`src/hw/rtl/dcog_pkg.sv`:
```
`default_nettype none

package dcog_pkg;

    localparam int DAC_BITS  = 12;
    localparam int OUT_W     = 16;
    localparam int SAMPLE_W  = 32;
    localparam int CFG_W     = 32;
    localparam int MAG_W     = 32;
    localparam int PROD_W    = MAG_W + DAC_BITS;
    localparam int CNT_W     = $clog2(PROD_W);
    localparam int REG_IDX_W = 3;

    localparam logic [DAC_BITS-1:0] DAC_FULL = {DAC_BITS{1'b1}};
    localparam logic [DAC_BITS-1:0] DAC_HALF = {1'b1, {(DAC_BITS-1){1'b0}}};

    localparam logic [2:0] MODE_DATA   = 3'd0;
    localparam logic [2:0] MODE_RAMP   = 3'd1;
    localparam logic [2:0] MODE_FULL   = 3'd2;
    localparam logic [2:0] MODE_ZERO   = 3'd3;
    localparam logic [2:0] MODE_QUANTA = 3'd4;

    localparam logic [2:0] FMT_U8   = 3'd0;
    localparam logic [2:0] FMT_U16  = 3'd1;
    localparam logic [2:0] FMT_U32  = 3'd2;
    localparam logic [2:0] FMT_S8   = 3'd3;
    localparam logic [2:0] FMT_S16  = 3'd4;
    localparam logic [2:0] FMT_S32  = 3'd5;
    localparam logic [2:0] FMT_NONE = 3'd6;

    localparam logic [REG_IDX_W-1:0] REG_ENABLE = 3'd0;
    localparam logic [REG_IDX_W-1:0] REG_MODE   = 3'd1;
    localparam logic [REG_IDX_W-1:0] REG_CLAMP  = 3'd2;
    localparam logic [REG_IDX_W-1:0] REG_MAX    = 3'd3;
    localparam logic [REG_IDX_W-1:0] REG_MIN    = 3'd4;
    localparam logic [REG_IDX_W-1:0] REG_STEP   = 3'd5;
    localparam logic [REG_IDX_W-1:0] REG_QUANTA = 3'd6;
    localparam logic [REG_IDX_W-1:0] REG_FORMAT = 3'd7;

    typedef struct packed {
        logic              output_enable;
        logic [2:0]        output_mode;
        logic              clamp_enable;
        logic [MAG_W-1:0]  scale_max;
        logic [MAG_W-1:0]  scale_min;
        logic [OUT_W-1:0]  ramp_step;
        logic [OUT_W-1:0]  quanta_code;
        logic [2:0]        sample_format;
    } cfg_t;

    typedef struct packed {
        logic busy;
        logic done;
    } scl_stat_t;

endpackage

`default_nettype wire

```
`src/hw/rtl/dcog_cfg_regs.sv`:
```
`default_nettype none

module dcog_cfg_regs (
    input  wire logic                            aclk,
    input  wire logic                            aresetn,
    input  wire logic                            cfg_wr_en,
    input  wire logic [dcog_pkg::REG_IDX_W-1:0]  cfg_index,
    input  wire logic [dcog_pkg::CFG_W-1:0]      cfg_wr_data,
    output dcog_pkg::cfg_t                       cfg,
    output logic                                 mode_wr
);

    dcog_pkg::cfg_t cfg_reg;

    always_ff @(posedge aclk) begin
        if (!aresetn) begin
            cfg_reg.output_enable <= 1'b0;
            cfg_reg.output_mode   <= dcog_pkg::MODE_DATA;
            cfg_reg.clamp_enable  <= 1'b1;
            cfg_reg.scale_max     <= {{(dcog_pkg::MAG_W-1){1'b0}}, 1'b1};
            cfg_reg.scale_min     <= {{(dcog_pkg::MAG_W-1){1'b0}}, 1'b1};
            cfg_reg.ramp_step     <= '0;
            cfg_reg.quanta_code   <= '0;
            cfg_reg.sample_format <= dcog_pkg::FMT_NONE;
        end else if (cfg_wr_en) begin
            case (cfg_index)
                dcog_pkg::REG_ENABLE: cfg_reg.output_enable <= cfg_wr_data[0];
                dcog_pkg::REG_MODE:   cfg_reg.output_mode   <= cfg_wr_data[2:0];
                dcog_pkg::REG_CLAMP:  cfg_reg.clamp_enable  <= cfg_wr_data[0];
                dcog_pkg::REG_MAX:    cfg_reg.scale_max     <= cfg_wr_data[dcog_pkg::MAG_W-1:0];
                dcog_pkg::REG_MIN:    cfg_reg.scale_min     <= cfg_wr_data[dcog_pkg::MAG_W-1:0];
                dcog_pkg::REG_STEP:   cfg_reg.ramp_step     <= cfg_wr_data[dcog_pkg::OUT_W-1:0];
                dcog_pkg::REG_QUANTA: cfg_reg.quanta_code   <= cfg_wr_data[dcog_pkg::OUT_W-1:0];
                dcog_pkg::REG_FORMAT: cfg_reg.sample_format <= cfg_wr_data[2:0];
                default: ;
            endcase
        end
    end

    assign cfg     = cfg_reg;
    assign mode_wr = cfg_wr_en && (cfg_index == dcog_pkg::REG_MODE);

endmodule

`default_nettype wire

```
`src/hw/rtl/dcog_scaler.sv`:
```
`default_nettype none

module dcog_scaler (
    input  wire logic                             aclk,
    input  wire logic                             aresetn,
    input  wire logic                             start,
    input  wire logic [dcog_pkg::SAMPLE_W-1:0]    sample,
    input  wire dcog_pkg::cfg_t                   cfg,
    output dcog_pkg::scl_stat_t                   stat,
    output logic [dcog_pkg::DAC_BITS-1:0]         code
);

    localparam int MW = dcog_pkg::MAG_W;
    localparam int PW = dcog_pkg::PROD_W;
    localparam int DB = dcog_pkg::DAC_BITS;

    typedef enum logic [3:0] {
        SC_IDLE = 4'b0001,
        SC_PREP = 4'b0010,
        SC_MUL  = 4'b0100,
        SC_DIV  = 4'b1000
    } sc_state_t;

    sc_state_t                     state_reg;
    logic                          done_reg;
    logic [dcog_pkg::SAMPLE_W-1:0] sample_reg;
    logic [MW-1:0]                 mag_reg;
    logic [MW-1:0]                 div_reg;
    logic                          neg_reg;
    logic [MW-1:0]                 rem_reg;
    logic [MW-1:0]                 rem_next;
    logic [PW-1:0]                 quo_reg;
    logic [dcog_pkg::CNT_W-1:0]    cnt_reg;

    logic [dcog_pkg::SAMPLE_W-1:0] ext;
    logic [MW:0]                   num_w;
    logic [MW:0]                   num_neg;
    logic [MW-1:0]                 num_mag;
    logic [MW:0]                   diff_w;
    logic [MW:0]                   diff_neg;
    logic [MW-1:0]                 diff_mag;
    logic [MW-1:0]                 div_val;
    logic [PW-1:0]                 prod;
    logic [MW:0]                   trial;
    logic [MW+1:0]                 sub;
    logic                          take;
    logic [DB-1:0]                 q_lo;
    logic [DB-1:0]                 clamp_code;
    logic [DB-1:0]                 wrap_code;

    always_comb begin
        case (cfg.sample_format)
            dcog_pkg::FMT_U8:  ext = {{(dcog_pkg::SAMPLE_W-8){1'b0}}, sample_reg[7:0]};
            dcog_pkg::FMT_U16: ext = {{(dcog_pkg::SAMPLE_W-16){1'b0}}, sample_reg[15:0]};
            dcog_pkg::FMT_S8:  ext = {{(dcog_pkg::SAMPLE_W-8){sample_reg[7]}}, sample_reg[7:0]};
            dcog_pkg::FMT_S16: ext = {{(dcog_pkg::SAMPLE_W-16){sample_reg[15]}},
                                      sample_reg[15:0]};
            default:           ext = sample_reg;
        endcase
    end

    assign num_w    = {ext[MW-1], ext} - {cfg.scale_min[MW-1], cfg.scale_min};
    assign num_neg  = ~num_w + {{MW{1'b0}}, 1'b1};
    assign num_mag  = num_w[MW] ? num_neg[MW-1:0] : num_w[MW-1:0];

    assign diff_w   = {cfg.scale_max[MW-1], cfg.scale_max}
                    - {cfg.scale_min[MW-1], cfg.scale_min};
    assign diff_neg = ~diff_w + {{MW{1'b0}}, 1'b1};
    assign diff_mag = diff_w[MW] ? diff_neg[MW-1:0] : diff_w[MW-1:0];
    assign div_val  = (diff_mag == '0) ? {{(MW-1){1'b0}}, 1'b1} : diff_mag;

    assign prod     = {mag_reg, {DB{1'b0}}} - {{DB{1'b0}}, mag_reg};

    assign trial    = {rem_reg, quo_reg[PW-1]};
    assign sub      = {1'b0, trial} - {2'b00, div_reg};
    assign take     = !sub[MW+1];
    assign rem_next = take ? sub[MW-1:0] : trial[MW-1:0];

    always_ff @(posedge aclk) begin
        if (!aresetn) begin
            state_reg <= SC_IDLE;
            done_reg  <= 1'b0;
        end else begin
            done_reg <= 1'b0;
            case (state_reg)
                SC_IDLE: begin
                    if (start) begin
                        sample_reg <= sample;
                        state_reg  <= SC_PREP;
                    end
                end
                SC_PREP: begin
                    mag_reg   <= num_mag;
                    div_reg   <= div_val;
                    neg_reg   <= num_w[MW];
                    state_reg <= SC_MUL;
                end
                SC_MUL: begin
                    quo_reg   <= prod;
                    rem_reg   <= '0;
                    cnt_reg   <= dcog_pkg::CNT_W'(PW - 1);
                    state_reg <= SC_DIV;
                end
                SC_DIV: begin
                    quo_reg <= {quo_reg[PW-2:0], take};
                    rem_reg <= rem_next;
                    cnt_reg <= cnt_reg - 1'b1;
                    if (cnt_reg == '0) begin
                        done_reg  <= 1'b1;
                        state_reg <= SC_IDLE;
                    end
                end
                default: state_reg <= SC_IDLE;
            endcase
        end
    end

    assign q_lo       = quo_reg[DB-1:0];
    assign clamp_code = neg_reg ? '0 :
                        ((quo_reg[PW-1:DB] == '0) ? q_lo : dcog_pkg::DAC_FULL);
    assign wrap_code  = neg_reg ? (~q_lo + {{(DB-1){1'b0}}, 1'b1}) : q_lo;

    assign code      = cfg.clamp_enable ? clamp_code : wrap_code;
    assign stat.busy = (state_reg != SC_IDLE);
    assign stat.done = done_reg;

endmodule

`default_nettype wire

```
`src/hw/rtl/dac_channel_output_generator.sv`:
```
// One DAC channel. Each beat on the s_ channel is a service tick carrying the
// current raw sample word; each beat on the m_ channel is one DAC code.
// A tick taken while output_enable is 0 is dropped and gives no code.
// Ramp, full scale, zero and quanta modes, and data mode with no sample format
// selected, place the code in a result register and then in the output register
// that drives m_valid. Data mode runs the scaler: it first extends the sample
// and forms |sample - min| and |max - min|, then multiplies by full scale, then
// a restoring divider retires one quotient bit per cycle over 44 bits; the
// scaler's code then passes through the same result and output registers.
// One tick is in flight at a time; s_ready rises again once the code has
// moved into the output register, so the next tick is taken while that code
// still waits for m_ready. When the receiver stalls, the code holds in the
// output register and a finished next code waits behind it.
// Configuration is a plain write port (cfg_wr_en, cfg_index, cfg_wr_data);
// write only while no tick is in flight. Writing output_mode clears the ramp.
// aresetn is synchronous and active low; it restores the register defaults,
// clears the ramp and empties the output register.
`default_nettype none

module dac_channel_output_generator (
    input  wire logic                            aclk,
    input  wire logic                            aresetn,
    input  wire logic                            s_valid,
    output logic                                 s_ready,
    input  wire logic [dcog_pkg::SAMPLE_W-1:0]   s_sample_bits,
    output logic                                 m_valid,
    input  wire logic                            m_ready,
    output logic [dcog_pkg::OUT_W-1:0]           m_dac_code,
    input  wire logic                            cfg_wr_en,
    input  wire logic [dcog_pkg::REG_IDX_W-1:0]  cfg_index,
    input  wire logic [dcog_pkg::CFG_W-1:0]      cfg_wr_data
);

    localparam int DB = dcog_pkg::DAC_BITS;
    localparam int OW = dcog_pkg::OUT_W;

    typedef enum logic [2:0] {
        ST_IDLE = 3'b001,
        ST_CALC = 3'b010,
        ST_HOLD = 3'b100
    } top_state_t;

    dcog_pkg::cfg_t      cfg;
    dcog_pkg::scl_stat_t scl_stat;
    logic                mode_wr;
    logic [DB-1:0]       scl_code;

    top_state_t          state_reg;
    logic [DB-1:0]       ramp_reg;
    logic [DB-1:0]       ramp_sum;
    logic [OW-1:0]       res_reg;
    logic [OW-1:0]       m_code_reg;
    logic                m_valid_reg;
    logic [OW-1:0]       direct_code;
    logic                accept;
    logic                needs_div;
    logic                scl_start;
    logic                out_load;

    dcog_cfg_regs u_cfg (
        .aclk        (aclk),
        .aresetn     (aresetn),
        .cfg_wr_en   (cfg_wr_en),
        .cfg_index   (cfg_index),
        .cfg_wr_data (cfg_wr_data),
        .cfg         (cfg),
        .mode_wr     (mode_wr)
    );

    dcog_scaler u_scaler (
        .aclk    (aclk),
        .aresetn (aresetn),
        .start   (scl_start),
        .sample  (s_sample_bits),
        .cfg     (cfg),
        .stat    (scl_stat),
        .code    (scl_code)
    );

    assign s_ready   = (state_reg == ST_IDLE);
    assign accept    = s_valid && s_ready;
    assign needs_div = (cfg.output_mode == dcog_pkg::MODE_DATA) &&
                       (cfg.sample_format != dcog_pkg::FMT_NONE);
    assign scl_start = accept && cfg.output_enable && needs_div;
    assign ramp_sum  = ramp_reg + cfg.ramp_step[DB-1:0];
    assign out_load  = (state_reg == ST_HOLD) && (!m_valid_reg || m_ready);

    always_comb begin
        case (cfg.output_mode)
            dcog_pkg::MODE_DATA:   direct_code = {{(OW-DB){1'b0}}, dcog_pkg::DAC_HALF};
            dcog_pkg::MODE_RAMP:   direct_code = {{(OW-DB){1'b0}}, ramp_sum};
            dcog_pkg::MODE_FULL:   direct_code = {{(OW-DB){1'b0}}, dcog_pkg::DAC_FULL};
            dcog_pkg::MODE_QUANTA: direct_code = cfg.quanta_code;
            default:               direct_code = '0;
        endcase
    end

    always_ff @(posedge aclk) begin
        if (!aresetn) begin
            state_reg   <= ST_IDLE;
            ramp_reg    <= '0;
            m_valid_reg <= 1'b0;
        end else begin
            if (mode_wr) begin
                ramp_reg <= '0;
            end else if (accept && cfg.output_enable &&
                         (cfg.output_mode == dcog_pkg::MODE_RAMP)) begin
                ramp_reg <= ramp_sum;
            end

            if (out_load) begin
                m_code_reg  <= res_reg;
                m_valid_reg <= 1'b1;
            end else if (m_valid_reg && m_ready) begin
                m_valid_reg <= 1'b0;
            end

            case (state_reg)
                ST_IDLE: begin
                    if (accept && cfg.output_enable) begin
                        if (needs_div) begin
                            state_reg <= ST_CALC;
                        end else begin
                            res_reg   <= direct_code;
                            state_reg <= ST_HOLD;
                        end
                    end
                end
                ST_CALC: begin
                    if (scl_stat.done) begin
                        res_reg   <= {{(OW-DB){1'b0}}, scl_code};
                        state_reg <= ST_HOLD;
                    end
                end
                ST_HOLD: begin
                    if (out_load) begin
                        state_reg <= ST_IDLE;
                    end
                end
                default: state_reg <= ST_IDLE;
            endcase
        end
    end

    assign m_valid    = m_valid_reg;
    assign m_dac_code = m_code_reg;

    ap_busy_in_calc: assert property (@(posedge aclk) disable iff (!aresetn)
        scl_stat.busy |-> state_reg == ST_CALC)
        else $error("scaler busy outside calc state");

    ap_done_in_calc: assert property (@(posedge aclk) disable iff (!aresetn)
        scl_stat.done |-> state_reg == ST_CALC)
        else $error("scaler done outside calc state");

    ap_start_busy: assert property (@(posedge aclk) disable iff (!aresetn)
        scl_start |=> scl_stat.busy)
        else $error("scaler did not start");

    ap_code_range: assert property (@(posedge aclk) disable iff (!aresetn)
        (m_valid_reg && (cfg.output_mode != dcog_pkg::MODE_QUANTA))
        |-> (m_code_reg[OW-1:DB] == '0))
        else $error("code outside DAC range");

endmodule

`default_nettype wire

```
`config.mk`:
```
export PLATFORM = sky130hd
export DESIGN_NAME = dac_channel_output_generator
export DESIGN_NICKNAME = d
export VERILOG_FILES = /design/src/hw/rtl/dcog_pkg.sv /design/src/hw/rtl/dcog_cfg_regs.sv /design/src/hw/rtl/dcog_scaler.sv /design/src/hw/rtl/dac_channel_output_generator.sv
export SDC_FILE = /design/constraint.sdc
export NUM_CORES = 1
export LEC_CHECK = 0
export ABC_CLOCK_PERIOD_IN_PS = 11200
export BUFFER_PORTS_ARGS = -buffer_cell sky130_fd_sc_hd__buf_2
export CAP_MARGIN = 20
export CELL_PAD_IN_SITES_DETAIL_PLACEMENT = 0
export CELL_PAD_IN_SITES_GLOBAL_PLACEMENT = 1
export CORE_UTILIZATION = 45
export DETAILED_ROUTE_END_ITERATION = 10
export GPL_TIMING_DRIVEN = 0
export HOLD_SLACK_MARGIN = 0.06
export PLACE_DENSITY_LB_ADDON = 0.1
export RECOVER_POWER = 50
export SYNTH_ARGS = -nofsm -noshare
export SYNTH_HDL_FRONTEND = slang
export SYNTH_HIERARCHICAL = 1
export SYNTH_SLANG_ARGS = --single-unit
```
`constraint.sdc`:
```
create_clock -name aclk -period 11.2 [get_ports aclk]
set_clock_uncertainty 0.2 [all_clocks]
set_input_delay 1.68 -clock aclk [delete_from_list [all_inputs] [get_ports aclk]]
set_output_delay 1.68 -clock aclk [all_outputs]
set_load 0.02 [all_outputs]
```
Yosys cells after proc, flatten, opt, wreduce, memory -nomap -nowiden

Cells that the tools add are included.

Input bits: 72
Bits in registers: 332
ROM bits: 0
Memories: 0
Output and inout bits: 18
Logic and storage cells: 126
Latch bits: 0
RAM bits: 0

Multipliers: 0
$lt $le $gt $ge: 0
Eq/ne operators: 27
Shifts and indexed selects: 0
Reductions and logical operators: 37
Multiplexer cells: 27
$add $sub $neg: 9
Bitwise gates (word level): 4
Divide/modulo/power cells: 0

Operator list:

| cell                                                            | count |
|---|---|
| 32-bit case mux with 4 select lines                             | 1 |
| 32-bit 2-to-1 mux                                               | 3 |
| 44-bit case mux with 2 select lines                             | 1 |
| 32-bit by 32-bit subtractor with 33-bit output                  | 2 |
| 32-bit by 1-bit adder with 32-bit output, second input constant | 2 |
| 32-bit logical NOT                                              | 2 |
| 32-bit NOT                                                      | 2 |
| 16-bit case mux with 4 select lines                             | 1 |
| 32-bit case mux with 2 select lines                             | 1 |
| 12-bit 2-to-1 mux                                               | 4 |
| 16-bit 2-to-1 mux                                               | 3 |
| 44-bit by 32-bit subtractor with 44-bit output                  | 1 |
| 33-bit by 32-bit subtractor with 34-bit output                  | 1 |
| 16-bit case mux with 2 select lines                             | 1 |
| 2-bit AND reduction                                             | 13 |
| 3-bit == test, second input constant                            | 7 |
| 4-bit case mux with 4 select lines                              | 1 |
| 3-bit by 2-bit == test with 1-bit output, second input constant | 5 |
| 12-bit by 1-bit adder with 12-bit output, second input constant | 1 |
| 12-bit adder                                                    | 1 |
| 3-bit by 1-bit == test with 1-bit output, second input constant | 4 |
| 3-bit 2-to-1 mux                                                | 4 |
| 12-bit NOT                                                      | 1 |
| 6-bit case mux with 2 select lines                              | 1 |
| other kinds (21)                                                | 41 |

Depth between registers and ports, before layout

Depth after elaboration: 6
Mapped depth: 23
Depth with buffers taken out: 19

Hierarchy

Netlist, hierarchy kept.

Modules (own cells, without submodules):

| module                       | seq. area each (µm²) | cells each | instances | area each (µm²) |
|---|---|---|---|---|
| dcog_scaler                  | 5475.3               | 1834       | 1         | 16019.1 |
| dcog_cfg_regs                | 2082.0               | 387        | 1         | 4025.1 |
| dac_channel_output_generator | 1281.2               | 251        | 1         | 2551.2 |

Worst setup path after synthesis

Ideal clock, no wire load.

Kind: input to register
From: in aresetn
To: reg u_scaler/cnt_reg[0] (netlist name) (enable)
Path buffers: 0
Library setup time: 0.753 ns
Setup slack: 0.288 ns
Cell stages on the path: 1
Arrival time: 9.959 ns
Data required time: 10.247 ns
Path through: nor4b_1

Cells in the longest elaborated chain, start to end: 1

RTL lines:

| what                                 | line                               | RTL |
|---|---|---|
| start: declaration                   | dac_channel_output_generator.sv:22 | `input wire logic aresetn,` |
| 2-bit AND reduction (no source line) | --                                 |  |
| end signal: assignment               | dcog_scaler.sv:101                 | `cnt_reg <= dcog_pkg::CNT_W'(PW - 1);` |
| end signal: assignment               | dcog_scaler.sv:107                 | `cnt_reg <= cnt_reg - 1'b1;` |
| end: declaration                     | dcog_scaler.sv:33                  | `logic [dcog_pkg::CNT_W-1:0] cnt_reg;` |

Every way passes these cells.
A chain may end at the register's enable or synchronous reset.

Worst setup path after layout

From: reg u_cfg.cfg_reg, in the netlist u_cfg/cfg[0]
To: reg u_scaler.mag_reg[16], data pin

Elaborated cells between the ends (all ways): 9
Classes of those cells: 2 x add/sub; 3 x eq/ne; 2 x mux; 1 x bitwise; 1 x reduce/logical

RTL lines:

| what                                             | line                | RTL |
|---|---|---|
| start: declaration                               | dcog_cfg_regs.sv:13 | `dcog_pkg::cfg_t cfg_reg;` |
| 3-bit == test (tied with other cells)            | dcog_scaler.sv:52   | `case (cfg.sample_format)` |
| 32-bit case mux with 4 select lines *            | dcog_scaler.sv:52   |  |
| 32-bit by 32-bit subtractor with 33-bit output * | dcog_scaler.sv:62   | `assign num_w = {ext[MW-1], ext} - {cfg.scale_min[MW-1], cfg.scale_min};` |
| via u_scaler.num_w[32]                           | dcog_scaler.sv:36   | `logic [MW:0] num_w;` |
| 32-bit 2-to-1 mux *                              | dcog_scaler.sv:64   | `assign num_mag = num_w[MW] ? num_neg[MW-1:0] : num_w[MW-1:0];` |
| via u_scaler.num_mag[16]                         | dcog_scaler.sv:38   | `logic [MW-1:0] num_mag;` |
| end signal: assignment                           | dcog_scaler.sv:93   | `mag_reg <= num_mag;` |
| end: declaration                                 | dcog_scaler.sv:27   | `logic [MW-1:0] mag_reg;` |

The timed path passes the listed nets; every way through them passes the cells marked *.

==> impl_results.md <==
* Inserted Clock Buffers at 37
* CTS Sinks at 332
* Class of the most critical hold timing path: flip-flop to flip-flop
* Slack of the worst reg-to-reg path at 4800 ps
* Static leakage power at 9.91 nW
* Critical path startpoint category: flip-flop
* Die Wd at 225 microns
* Setup repair after global routing missed its margin: no
* Avg Synthesized Cell Area at 9.13 sq um
* Routed wl met2 at 26400 microns
* Cell at the root of the clock tree: sky130_fd_sc_hd__clkbuf_16
* Drt wl/cell at 18.7 microns
* Relative slew margins at -51.6%
* Maximum number of pins on one net before global-route repair at 39
* Total via count after detailed routing at 18159
* FP Rows at 81
* Required time of the critical path at 11280 ps
* Layout-stage area growth over the synthesis result at 11.1%
* Vertical extent of the die at 225 microns
* Run status: finished, violations left
* Total overflow reported by the global router at 0
* HPWL reported at the end of detailed placement at 49300 microns
* Crit Path Max Fanout at 10
* Effective utilization at floorplan at 45.8%
* Slowest cell on crit path: sky130_fd_sc_hd__a2bb2oi_1
* Max VDD drop at 0.000112 V
* Number of warnings printed during yosys synthesis at 6
* Net switching share of the total power at 27.9%
* Number of flip-flops in the largest register at 100
* Sw Pwr at 878 uW
* Post-layout minimum cycle time at 6400 ps
* Post-Synthesis Net Count at 2669
* Worst setup slack after layout at 4800 ps
* Clock-pin transition on the worst setup and hold timing paths at 60 ps
* Share of final-layout standard cells stronger than drive strength 1 at 8.08%
* Worst stage delay on the critical path at 730 ps
* Fmax at 0.156 GHz
* Routed wire length on met3 at 3170 microns
* Number of buffer and inverter stages on the critical path at 3
* CP cell instances: clkbuf_1 > nand3b_1 > o21ai_0 > a22o_1 > ha_1 > a21oi_1 > o21bai_1 > a21oi_1 > o21ba_2 > o31ai_1 > nand3_1 > a31oi_1 > a41o_1 > o21a_1 > o21a_1 > a2bb2oi_1 > inv_1 > clkbuf_1 > o31ai_1 > xnor2_1
* Internal Power at 2.27 mW
* Data arrival time of the worst path at 6470 ps
* Die area at 0.0508 sq mm
* Final number of setup-violating endpoints at 0
* Highest Signal Layer: met5
* Via count of the first global-routing pass at 17109
* Drt total wl at 61500 microns
* Netlist Area Pre-Place at 0.0225 sq mm
* Setup Slack @ Placement at 4880 ps
* Post-cts hold buffer count at 0
* Clock power frac at 37.9%
* Post_cts resized at 0
* Deepest level of the CTS H-tree at 2
* Number of nets in the layout at 2807
* Reg power frac at 43.2%
* Mapped Cells at 2460
* Hold Violations, Final at 0
* Total global routing track utilization at 24.1%
* Routability-driven placement congestion ratio at 0.939
* Critical path type: flip-flop to flip-flop
* Area of placed instances at 0.0239 sq mm
* Remaining design rule violation count at 0
* Kind of capture point of the worst setup path: flip-flop
* CORE AREA at 0.0491 sq mm
* Maximum count of clock buffers along a single path at 3
* Ratio of total power to cell area at 126 mW/mm^2
* Detailed-router iteration count before antenna repair at 5
* Count of antenna diodes in the layout at 0
* Proportion of power drawn by combinational gates at 18.9%
* Failing checks: max-capacitance violations, max-slew violations
* Count of maximum capacitance violations at 2
* Insertion delay to the later sink of the worst-skew pair at 560 ps
* Post-CTS Setup Inserts at 0
* Slew at the pin closest to its max-slew limit at 2270 ps
* Wire length of the first global-routing pass at 94900 microns
* Number of antenna violations at the first check in global routing at 1
* Largest delay contributor family on the critical path: compound AO/OA/AOI/OAI gates
* Via count normalized by instance count at 5.52
* Met1 WL at 30100 microns
* CTS tree: done
* Max-slew violation total from the final report at 28
* Final design instance area without fill at 0.0250 sq mm
* Ports placed on the boundary at 90
* Count of buffers inserted at the top-level ports at 86
* First DRT Iteration DRCs at 1395
* Fraction of the cycle the final worst path needs at 57.1%
* Post-DRT Antenna Nets at 0
routing by layer:
layer | track usage (%) | vias up
met5 | 0 | -
met4 | 7.97 | 2
met3 | 3.59 | 88
met2 | 36.4 | 420
met1 | 35.2 | 8527
li1 | - | 9122
final timing paths:
kind,start,to,cells past startpoint
min,res_reg[15],m_dac_code[15],0
max,u_cfg/cfg[0],u_scaler/mag_reg[16],20
min reg2reg,res_reg[15],m_dac_code[15],0
max reg2reg,u_cfg/cfg[0],u_scaler/mag_reg[16],20
power groups by stage:
stage / sequential, mW / clock (mW) / combinational, mW
finish: 1.36 / 1.19 / 0.596
global placement: 1.39 / 0 / 0.583
detailed placement: 1.39 / 0 / 0.595
CTS: 1.36 / 1.23 / 0.597
floorplan: 1.38 / 0 / 0.429
global route: 1.36 / 1.27 / 0.649
cell usage in the layout, fill, tap and decap left out, drive strengths merged, types with 13 or more instances in the layout:
cell type / instances
nor2: 222
nand2b: 26
nand2: 289
o31ai: 19
o21a: 31
o211ai: 14
nor3: 62
inv: 148
and3: 18
nand4: 13
ha: 133
a31oi: 19
xnor2: 135
a21oi: 163
buf: 108
clkinv: 13
nor2b: 34
a211oi: 27
nor4: 21
o21ai: 135
or2: 18
and2: 25
o21bai: 22
or3: 21
mux2i: 133
xor2: 54
nand3: 46
a21o: 41
edfxtp: 211
clkbuf: 138
dfxtp: 121
worst reg2reg max path: cells and delay by family, from the launching register on:
| kind | cells | cell delay [ps] |
|---|---|---|
| DFF | 1 | 590 |
| xor gates and xnor gates | 1 | 120 |
| and+or+nand+nor | 2 | 520 |
| adders and majority gates | 1 | 220 |
| AOI/OAI and AO/OA | 13 | 3480 |
| buffers and inverters | 3 | 990 |
per-stage QoR:
stage | hold slack [ps] | setup TNS, ps | cells | total power [mW] | utilization [%]
2_1_floorplan | 200 | 0 | 2460 | 1.81 | -
3_3_place_gp | 203 | -366750 | 3210 | 1.97 | 48.4
3_5_place_dp | 205 | 0 | 3223 | 1.98 | 48.6
4_1_cts | 201 | 0 | 3288 | 3.19 | 51.0
5_1_grt | 212 | 0 | 3288 | 3.28 | 50.9
6_report | 206 | 0 | 3288 | 3.15 | 50.9
layout make-up:
class	instances	area [sq um]
fillers	4709	24100
multi-input cells	1882	12600
flip-flops and latches	332	8760
clock buffers	49	1010
well taps	664	831
inverters	148	556
plain buffers	98	548
repair buffers	99	504
clock inverters	16	158
(Power assumes the default switching activity.)
